===== src/hw/rtl/rsb_pkg.sv =====
// Shared types and constants for the RGB saturation boost block.
package rsb_pkg;

    // Fixed field widths of the pixel channels and the gain register.
    localparam int PIXEL_BITS     = 8;
    localparam int GAIN_BITS      = 10;
    localparam int GAIN_FRAC_BITS = 8;
    localparam logic [GAIN_BITS-1:0] GAIN_RESET = 10'd384;

    // Input pixel transaction.
    typedef struct packed {
        logic [PIXEL_BITS-1:0] in_red;
        logic [PIXEL_BITS-1:0] in_green;
        logic [PIXEL_BITS-1:0] in_blue;
        logic                  in_last;
    } pixel_in_t;

    // Output pixel transaction.
    typedef struct packed {
        logic [PIXEL_BITS-1:0] out_red;
        logic [PIXEL_BITS-1:0] out_green;
        logic [PIXEL_BITS-1:0] out_blue;
        logic [PIXEL_BITS-1:0] out_alpha;
        logic                  out_last;
    } pixel_out_t;

endpackage


===== src/hw/rtl/rgb_saturation_boost.sv =====
// Top level of the RGB saturation boost pipeline.
//
//   Channel   Ports                          Direction  Contents
//   s_        s_valid, s_ready, s_data       in         pixel_in_t transaction
//   m_        m_valid, m_ready, m_data       out        pixel_out_t transaction
//   cfg_      cfg_wr_en, cfg_wr_data         in         saturation gain, Q2.8
//
// One transaction is accepted per clock while s_ready is high. A transaction passes
// four stages for extremes, difference, chroma and product, then one stage per
// quotient bit of the restoring divider, then the output register.
// Reset (synchronous, aresetn low) empties the pipeline and sets the gain to 1.5.
// Each stage holds its transaction while the stage after it is full and stalled,
// so bubbles close up and a stall loses or repeats nothing.
module rgb_saturation_boost #(
    parameter int CHANNEL_BITS = 8
) (
    input  logic                               aclk,
    input  logic                               aresetn,
    input  logic                               s_valid,
    output logic                               s_ready,
    input  rsb_pkg::pixel_in_t                 s_data,
    output logic                               m_valid,
    input  logic                               m_ready,
    output rsb_pkg::pixel_out_t                m_data,
    input  logic                               cfg_wr_en,
    input  logic [rsb_pkg::GAIN_BITS-1:0]      cfg_wr_data
);

    localparam int N    = CHANNEL_BITS;
    localparam int GW   = rsb_pkg::GAIN_BITS;
    localparam int PB   = rsb_pkg::PIXEL_BITS;
    localparam int NDIV = 4;
    localparam int S    = NDIV + N;
    localparam logic [PB-1:0] ALPHA = PB'((1 << N) - 1);

    // Payload carried through every internal stage.
    typedef struct packed {
        logic [N-1:0] red;
        logic [N-1:0] green;
        logic [N-1:0] blue;
        logic [N-1:0] mx;
        logic [N-1:0] mn;
        logic [N-1:0] delta;
        logic [N-1:0] mid_off;
        logic [N-1:0] c;
        logic [N-1:0] rem;
        logic [N-1:0] low;
        logic [N-1:0] quo;
        logic         last;
    } stage_t;

    logic [GW-1:0]       gain_reg;
    stage_t              st_reg  [S];
    stage_t              st_next [S];
    logic [S-1:0]        valid_reg;
    logic [S:0]          adv;
    logic                m_valid_reg;
    rsb_pkg::pixel_out_t m_data_reg;
    rsb_pkg::pixel_out_t m_data_next;

    // Gain register, written directly from the configuration port.
    always_ff @(posedge aclk) begin
        if (!aresetn) begin
            gain_reg <= rsb_pkg::GAIN_RESET;
        end else if (cfg_wr_en) begin
            gain_reg <= cfg_wr_data;
        end
    end

    // A stage may load when it is empty or its contents move on this cycle.
    assign adv[S] = !m_valid_reg || m_ready;
    generate
        for (genvar i = 0; i < S; i++) begin : g_adv
            assign adv[i] = !valid_reg[i] || adv[i+1];
        end
    endgenerate
    assign s_ready = adv[0];

    generate
        for (genvar i = 0; i < S; i++) begin : g_stage
            if (i == 0) begin : g_minmax
                logic [N-1:0] r;
                logic [N-1:0] g;
                logic [N-1:0] b;
                logic [N-1:0] mx_rg;
                logic [N-1:0] mn_rg;

                // Stage 0: take the channels and find the largest and smallest.
                assign r     = N'(s_data.in_red);
                assign g     = N'(s_data.in_green);
                assign b     = N'(s_data.in_blue);
                assign mx_rg = (g > r) ? g : r;
                assign mn_rg = (g < r) ? g : r;
                always_comb begin
                    st_next[i]       = '0;
                    st_next[i].red   = r;
                    st_next[i].green = g;
                    st_next[i].blue  = b;
                    st_next[i].mx    = (b > mx_rg) ? b : mx_rg;
                    st_next[i].mn    = (b < mn_rg) ? b : mn_rg;
                    st_next[i].last  = s_data.in_last;
                end
            end else if (i == 1) begin : g_delta
                logic [N+1:0] mid_sum;

                // Stage 1: the spread and the middle channel's offset above the minimum.
                assign mid_sum = (N+2)'(st_reg[i-1].red) + (N+2)'(st_reg[i-1].green)
                               + (N+2)'(st_reg[i-1].blue) - (N+2)'(st_reg[i-1].mx)
                               - (N+2)'(st_reg[i-1].mn);
                always_comb begin
                    st_next[i]         = st_reg[i-1];
                    st_next[i].delta   = st_reg[i-1].mx - st_reg[i-1].mn;
                    st_next[i].mid_off = N'(mid_sum) - st_reg[i-1].mn;
                end
            end else if (i == 2) begin : g_chroma
                logic [GW+N-1:0] prod;
                logic [GW+N-1:0] scaled;

                // Stage 2: new chroma from the gain, clamped at the value.
                assign prod   = (GW+N)'(gain_reg) * (GW+N)'(st_reg[i-1].delta);
                assign scaled = prod >> rsb_pkg::GAIN_FRAC_BITS;
                always_comb begin
                    st_next[i]   = st_reg[i-1];
                    st_next[i].c = (scaled > (GW+N)'(st_reg[i-1].mx)) ?
                                   st_reg[i-1].mx : N'(scaled);
                end
            end else if (i == 3) begin : g_product
                logic [2*N-1:0] num;

                // Stage 3: dividend for the middle channel, split for the divider.
                assign num = (2*N)'(st_reg[i-1].c) * (2*N)'(st_reg[i-1].mid_off);
                always_comb begin
                    st_next[i]     = st_reg[i-1];
                    st_next[i].rem = num[2*N-1:N];
                    st_next[i].low = num[N-1:0];
                    st_next[i].quo = '0;
                end
            end else begin : g_div
                logic [N:0] trial;
                logic       fits;

                // Divider stage: one restoring step, one quotient bit.
                assign trial = {st_reg[i-1].rem, st_reg[i-1].low[N-1]};
                assign fits  = (trial >= {1'b0, st_reg[i-1].delta});
                always_comb begin
                    st_next[i]     = st_reg[i-1];
                    st_next[i].rem = fits ? N'(trial - {1'b0, st_reg[i-1].delta})
                                          : N'(trial);
                    st_next[i].low = st_reg[i-1].low << 1;
                    st_next[i].quo = {st_reg[i-1].quo[N-2:0], fits};
                end
            end

            // Stage registers: valid is control, the payload needs no reset.
            always_ff @(posedge aclk) begin
                if (!aresetn) begin
                    valid_reg[i] <= 1'b0;
                end else if (adv[i]) begin
                    if (i == 0) begin
                        valid_reg[i] <= s_valid;
                    end else begin
                        valid_reg[i] <= valid_reg[(i == 0) ? 0 : i-1];
                    end
                end
            end

            always_ff @(posedge aclk) begin
                if (adv[i]) begin
                    st_reg[i] <= st_next[i];
                end
            end
        end
    endgenerate

    // Largest channel keeps the value, smallest drops to the value less the chroma,
    // the middle one sits at its scaled position in between.
    function automatic logic [N-1:0] boost(input logic [N-1:0] ch,
                                           input logic [N-1:0] mx,
                                           input logic [N-1:0] mn,
                                           input logic [N-1:0] base,
                                           input logic [N-1:0] quo);
        logic [N-1:0] res;
        begin
            if (ch == mx) begin
                res = mx;
            end else if (ch == mn) begin
                res = base;
            end else begin
                res = base + quo;
            end
            return res;
        end
    endfunction

    // Output stage: assemble the result, gray pixels pass unchanged.
    always_comb begin
        logic [N-1:0] base;
        logic [N-1:0] red_o;
        logic [N-1:0] green_o;
        logic [N-1:0] blue_o;
        base = st_reg[S-1].mx - st_reg[S-1].c;
        if (st_reg[S-1].delta == '0) begin
            red_o   = st_reg[S-1].red;
            green_o = st_reg[S-1].green;
            blue_o  = st_reg[S-1].blue;
        end else begin
            red_o   = boost(st_reg[S-1].red, st_reg[S-1].mx, st_reg[S-1].mn,
                            base, st_reg[S-1].quo);
            green_o = boost(st_reg[S-1].green, st_reg[S-1].mx, st_reg[S-1].mn,
                            base, st_reg[S-1].quo);
            blue_o  = boost(st_reg[S-1].blue, st_reg[S-1].mx, st_reg[S-1].mn,
                            base, st_reg[S-1].quo);
        end
        m_data_next.out_red   = PB'(red_o);
        m_data_next.out_green = PB'(green_o);
        m_data_next.out_blue  = PB'(blue_o);
        m_data_next.out_alpha = ALPHA;
        m_data_next.out_last  = st_reg[S-1].last;
    end

    // Output register holds a transaction until the sink takes it.
    always_ff @(posedge aclk) begin
        if (!aresetn) begin
            m_valid_reg <= 1'b0;
        end else if (adv[S]) begin
            m_valid_reg <= valid_reg[S-1];
        end
    end

    always_ff @(posedge aclk) begin
        if (adv[S]) begin
            m_data_reg <= m_data_next;
        end
    end

    assign m_valid = m_valid_reg;
    assign m_data  = m_data_reg;

endmodule

===== config.mk =====
export PLATFORM = sky130hd
export DESIGN_NAME = rgb_saturation_boost
export DESIGN_NICKNAME = d
export VERILOG_FILES = /design/src/hw/rtl/rsb_pkg.sv /design/src/hw/rtl/rgb_saturation_boost.sv
export SDC_FILE = /design/constraint.sdc
export NUM_CORES = 1
export LEC_CHECK = 0
export BUFFER_PORTS_ARGS = -buffer_cell sky130_fd_sc_hd__buf_4
export CAP_MARGIN = 0
export CORE_ASPECT_RATIO = 1.75
export CORE_MARGIN = 4
export CORE_UTILIZATION = 40
export DETAILED_ROUTE_END_ITERATION = 6
export MAX_ROUTING_LAYER = met4
export PLACE_DENSITY = 0.65
export SYNTH_ARGS = -nofsm -noshare
export SYNTH_HDL_FRONTEND = slang
export SYNTH_SLANG_ARGS = --single-unit

===== constraint.sdc =====
create_clock -name aclk -period 13.4 [get_ports aclk]
set_input_delay 1.34 -clock aclk [delete_from_list [all_inputs] [get_ports aclk]]
set_output_delay 1.34 -clock aclk [all_outputs]
set_load 0.005 [all_outputs]

Word level (Yosys, flattened, before mapping) --
Memories as Yosys holds them, arrays and structs flattened. Index checks and enable logic that the tools add are counted.
Word-level totals: bits in registers 48, RAM bits 1068, bits of input ports 40, output and inout port bits 35, word-level logic and storage cells 129, memories 1
Memory list:
- st_reg | depth 12, bits a word 89, rd ports 12, clocked after Yosys merged registers in 0, write ports 12, line rgb_saturation_boost.sv:53 | stage_t st_reg [S];
Cells by class: $add $sub $neg 16, $mul 2, magnitude comparators 13, equal/unequal tests 6, mux-type cells 46, reductions and logical operators 27
Operators by type and width (count):
- $mux 8 | 22
- $sub 8x8->8 | 13
- $ge 9x8->1 | 8
- $eq 8x8->1 | 6
- $add 8x8->8 | 3
- $mux 1 | 24
- $mul 10x8->18 | 1
- $gt 8x8->1 | 2
- $lt 8x8->1 | 2
- $mul 8x8->16 | 1
- $logic_not 1->1 | 13
- $logic_or 1x1->1 | 13
- $gt 10x8->1 | 1
- $logic_not 8->1 | 1

Longest topological paths before layout --
Gate-level depths: netlist of run 1.
word-level depth 16, mapped depth 25, depth with buffers taken out 25

Worst setup path after synthesis of run 1 --
OpenSTA, ideal clock, no wires.
kind flip-flop to flip-flop, start point mem st_reg[0][137] in the netlist's numbering, end point mem st_reg[1][26] in the netlist's numbering (data pin), library setup time 0.260 ns, arrival 5.675 ns, required time 13.140 ns, slack 7.465 ns, cell stages (with the launch flop) 20, path buffers 0, clock period less this slack 5.935 ns, cell sequence edfxtp_1 and2_1 fa_1 fa_1 fa_1 inv_1 fa_1 inv_1 ha_1 a21o_2 a21oi_1 a21oi_2 or3_2 a21oi_1 xnor2_1 ha_1 a21oi_1 a21oi_1 a211oi_4 mux2_2
RTL lines (line):
- start: declaration | rgb_saturation_boost.sv:53

==> results of run 1 <==
[logic make-up after synthesis]
group                      share of synthesized area (%)
and+or+nand+nor                                     6.05
DFF                                                 67.6
AOI/OAI and AO/OA                                   4.28
muxes                                               3.07
xor gates and xnor gates                            2.92
adders and majority gates                           12.9
buffers and inverters                               3.16
other                                            0.00991
[layout make-up]
class	instances	area, sq um	area share [%]
Antenna cell	2	5.00	0.0118
Clock buffer	94	2110	4.95
Clock inverter	52	587	1.38
Inverter	282	1060	2.49
Multi-Input combinational cell	1257	11100	26.1
Sequential cell	860	25600	60.2
Tap cell	1208	1510	3.55
Timing Repair Buffer	79	593	1.39
[through the flow]
step                cell area (sq um)  hold WS [ns]
CTS                             42500         0.406
global route                    42500         0.411
finish                          42500         0.410
detailed placement              39800         0.405
global placement                39800         0.401
floorplan                       37900         0.400
[cells in the mapped netlist (10+ instances only)]
master	n
a21o_1	26
a21oi_1	67
nand4_1	20
xnor2_1	57
clkbuf_1	18
nor4_1	14
xor2_1	69
o21a_1	14
nand2b_1	24
a21boi_0	17
mux2_2	49
fa_1	115
inv_1	282
nand2_1	108
and2_1	94
and3_1	10
ha_1	205
edfxtp_1	837
dfxtp_1	23
nor2_1	89
o21ai_0	74
mux2i_1	61
nor2b_1	36
[critical path: stages (launching register included)]
cell       delay [ns]
edfxtp_1         0.59
nand2_1          0.15
fa_1             0.54
fa_1             0.55
inv_1            0.06
fa_1             0.52
inv_1            0.05
fa_1             0.52
inv_1            0.04
ha_1             0.21
a2111oi_0        0.34
o21ai_1          0.15
o211ai_1         0.19
a21oi_2          0.13
or3_2            0.48
a21oi_1          0.18
xnor2_1          0.11
ha_1             0.32
nand4_1          0.10
nor2_1           0.12
a21oi_1          0.08
a211oi_4         0.48
mux2_2           0.40
[routing by layer]
layer,up-vias,routed length [um]
met5,-,0
met4,0,2600
met3,135,2050
met2,299,35200
met1,8938,21200
li1,8909,-
[worst paths after layout]
path / from / end / cells past startpoint
worst max-delay path: st_reg[0][137] / st_reg[1][27] / 22
worst min-delay path: st_reg[3][104] / st_reg[4][16] / 0
worst max register to register: st_reg[0][137] / st_reg[1][27] / 22
worst min register to register: st_reg[3][104] / st_reg[4][16] / 0
[cell usage in the layout (no fill, tap or decap), types with 67 or more instances in the layout]
cell type	netlist	routed
and2_1	94	94
buf_4	8	79
xor2_1	69	69
inv_1	282	276
ha_1	205	205
nand2_1	108	102
edfxtp_1	837	837
nor2_1	89	89
fa_1	115	115
a21oi_1	67	67
clkbuf_16	0	82
o21ai_0	74	74
==> results.toml, run 1 <==
[clocking]
cts_hold_buffers = 0
insertion_delay_ns = 0.62
cts_resized = 0
root_buffer = "clkbuf_16"
ctsLongestPathBuffers = 3
htree_levels = 3
post_cts_buffers = 0
numCtsBuffers = 80
cts.sinks = 860
cts_tree = "built"
path_clk_slew_ns = 0.07

[cells_and_area]
drive_gt1_share_pct = 11.1
area_growth_pct = 12.4
fin_nets = 2920
fin_util_pct = 45.2
fill_cells = 8073
largest_reg_flops = 812
final_cell_count_no_fill = 3834

[timing]
relSlewSlack_pct = 34.0
worst_slew_pin_slew_ns = 0.991
clock.fmax_ghz = 0.152
worst_clock_skew_ns = 0.0218
layout_setup_ws_ns = 6.82
post-route-min-period_ns = 6.58
slew_viol_final = 0
rsz0062_at_grt = "false"
fin_setup_tns_ns = 0
hold_violations = 0
min_period_over_period_pct = 49.1
setup_viol = 0

[placement]
pre_cts_slack_ns = 6.80
dp.final_hpwl_um = 46000
gp_congestion = 0.867
place_inst = 3686
numPortBuffers = 66

[global_route]
grt_pass1_wl_um = 100000
gr-usage-met1_pct = 12.4
grt_pass1_vias = 19600
grt_overflow = 0
track_usage_pct = 12.9
antenna_found_initial = 1
grt_start_max_net_pins = 74
use_met2_pct = 24.8
use_met3_pct = 2.01
gr-max-usage-layer = "met2"

[critical_path]
cp_data_arrival_time_ns = 6.94
cp-start-kind = "register"
required_ns = 13.75
reg2reg_slack_ns = 6.82
path_max_fanout = 11
crit_type = "register to register"
crit_path_end_kind = "register"

[die]
fp.dieW_um = 240
die_y_um = 415
die-area_sq_um = 99800
core_sq_um = 94100
boundaryPins = 75
fp-row-count = 149
initial_core_util_pct = 40.2

[synthesis]
yosys_warnings = 0
synthCells = 2420
yosysSeqAreaShare_pct = 67.6
synth_area_leaders = "edfxtp_1, ha_1, fa_1"
synth_cell_types = 56
avgSynthCellArea_sq_um = 15.6
synth_top_cell_by_area = "edfxtp_1"
syn-cell-area_sq_um = 37800
synth-edff-count = 837
synth_seq_cells = 860
synthArstFlopShare_pct = 0
yosysTopAreaCellShare_pct = 66.4
synth_flop_cell = "edfxtp_1"

[drt]
wirelength_um = 61100
vias = 18300
remaining_drc_errors = 0
drt-pass1-iter-count = 4
wire_per_inst_um = 15.9
via_per_inst = 4.77
first_iter_violations = 865
ant_nets = 0

[min_path]
hp-class = "register to register"

[outcome]
status = "completed"

[job]
max_cap_violations = 0
Power of run 1 is not shown: default switching activity piles up to over one toggle a cycle in this logic, so the estimate is an artifact.
==> inputs of run 2 (changes only) <==
--- a/config.mk
+++ b/config.mk
@@ -12,7 +12,7 @@
 export CORE_UTILIZATION = 40
 export DETAILED_ROUTE_END_ITERATION = 6
 export MAX_ROUTING_LAYER = met4
-export PLACE_DENSITY = 0.65
+export PLACE_DENSITY = 0.67
 export SYNTH_ARGS = -nofsm -noshare
 export SYNTH_HDL_FRONTEND = slang
 export SYNTH_SLANG_ARGS = --single-unit
==> constraint.sdc (replaced) <==
create_clock -name aclk -period 5.98 [get_ports aclk]
set_input_delay 0.598 -clock aclk [delete_from_list [all_inputs] [get_ports aclk]]
set_output_delay 0.598 -clock aclk [all_outputs]
set_load 0.005 [all_outputs]
==> results.toml, run 2 (synthesis results as in run 1) <==
[outcome]
status = "completed"

[global_route]
grt_pass1_wl_um = 102000
grt_pass1_vias = 20100
grt_overflow = 0
use_met3_pct = 2.06
gr-usage-met1_pct = 12.3
antenna_found_initial = 1
gr-max-usage-layer = "met2"
track_usage_pct = 13.3
use_met2_pct = 25.9
grt_start_max_net_pins = 74

[clocking]
insertion_delay_ns = 0.63
ctsLongestPathBuffers = 3
cts_hold_buffers = 0
cts_tree = "built"
path_clk_slew_ns = 0.06
root_buffer = "clkbuf_16"
htree_levels = 3
numCtsBuffers = 79
cts.sinks = 860

[drt]
remaining_drc_errors = 0
wire_per_inst_um = 16.3
vias = 18500
via_per_inst = 4.76
ant_nets = 0
first_iter_violations = 856
drt-pass1-iter-count = 4
wirelength_um = 63200

[timing]
rsz0062_at_grt = "true"
worst_hold_slack_ns = 0.145
slew_viol_final = 0
clock.fmax_ghz = 0.167
worst_clock_skew_ns = 0.0257
post-route-min-period_ns = 5.98
min_period_over_period_pct = 100
setup_viol = 0
worst_slew_pin_slew_ns = 1.07
hold_violations = 0
relSlewSlack_pct = 28.4

[cells_and_area]
area_growth_pct = 13.7
fin_util_pct = 45.7
layout_common_cells = "edfxtp_1, inv_1, ha_1, buf_4, fa_1"
regArea_sq_um = 25600
drive_gt1_share_pct = 14.0
fill_cells = 8032
layout_commonest_cell = "edfxtp_1"
fin_nets = 2976
multiInputGateArea_sq_um = 11300
fin_area_sq_um = 43000
largest_reg_flops = 812
final_cell_count_no_fill = 3887

[critical_path]
crit_type = "register to register"
path_max_fanout = 8
cp_data_arrival_time_ns = 6.34
required_ns = 6.34
cp-start-kind = "register"
crit_path_end_kind = "register"

[die]
fp.dieW_um = 240
die-area_sq_um = 99800
fp-row-count = 149
die_y_um = 415
core_sq_um = 94100
initial_core_util_pct = 40.2
boundaryPins = 75

[job]
max_cap_violations = 0

[placement]
gp_congestion = 0.888
dp.final_hpwl_um = 48100
place_inst = 3733
numPortBuffers = 66
placed_area_sq_um = 40200

[min_path]
hp-class = "input pin to register"
## run 2: cell types whose count changed in the layout (fill, tap and decap cells not counted), sizes merged
cell      previous run  this run
clkinv              30        37
clkinvlp             8         4
diode                2         1
buf                 79       136
clkbuf              94        92
bufinv               8         4
## run 2: final cells by class
class | count | share of cell area (%)
multi-input cells | 1257 | 26.3
well taps | 1208 | 3.51
clock buffers | 92 | 4.81
diodes | 1 | 0.00582
clock inverters | 51 | 0.989
flip-flops and latches | 860 | 59.5
inverters | 282 | 2.46
repair buffers | 136 | 2.45
## run 2: worst paths after layout
| check | start | endpoint | slack (ns) | depth (start not counted) |
|---|---|---|---|---|
| worst max-delay path | st_reg[0][132] | st_reg[1][27] | 0.0004 | 25 |
| worst min-delay path | s_data[0] | st_reg[0][0] | 0.15 | 1 |
| worst max register to register | st_reg[0][132] | st_reg[1][27] | 0.0004 | 25 |
| worst min register to register | st_reg[1][98] | st_reg[2][10] | 0.41 | 0 |
## run 2: worst max-delay path, cell delays in order (launching register included)
cell and delay, ns:
edfxtp_1 0.50, buf_4 0.19, nand2_2 0.05, fa_1 0.42
fa_1 0.51, inv_1 0.06, fa_1 0.50, inv_2 0.04
fa_1 0.48, inv_2 0.05, ha_4 0.16, a2111oi_4 0.17
o21ai_1 0.13, buf_4 0.15, o211ai_1 0.15, a21oi_2 0.12
or3_4 0.42, buf_6 0.13, xor2_2 0.14, ha_1 0.31
nand4_1 0.08, nor2_1 0.16, a21oi_2 0.07, a211oi_4 0.22
buf_6 0.19, mux2_4 0.31
## run 2: per-stage QoR
stage / setup WS, ns / TNS (ns)
after detailed placement: -0.338 / -2.53
after CTS: -0.0256 / -0.0738
after floorplan: 0.0455 / 0
after global placement: -0.291 / -2.21
after global routing: -0.186 / -1.34
final: 0.000368 / 0
## run 2: metal layers
layer / up-vias / wire length, um
met4: 0 / 3100
met3: 151 / 1880
li1: 9013 / -
met1: 9061 / 21300
met2: 283 / 36900
met5: - / 0
## run 2: timing repair
item / CTS / global route
gates cloned: 0 / 0
setup buffers: 6 / 4
endpoints found under the hold margin: 0 / 0
endpoints found under the setup margin: 8 / 8
gates resized for setup: 28 / 27
pin swaps: 27 / 38
Power of run 2 is left out for the same reason.
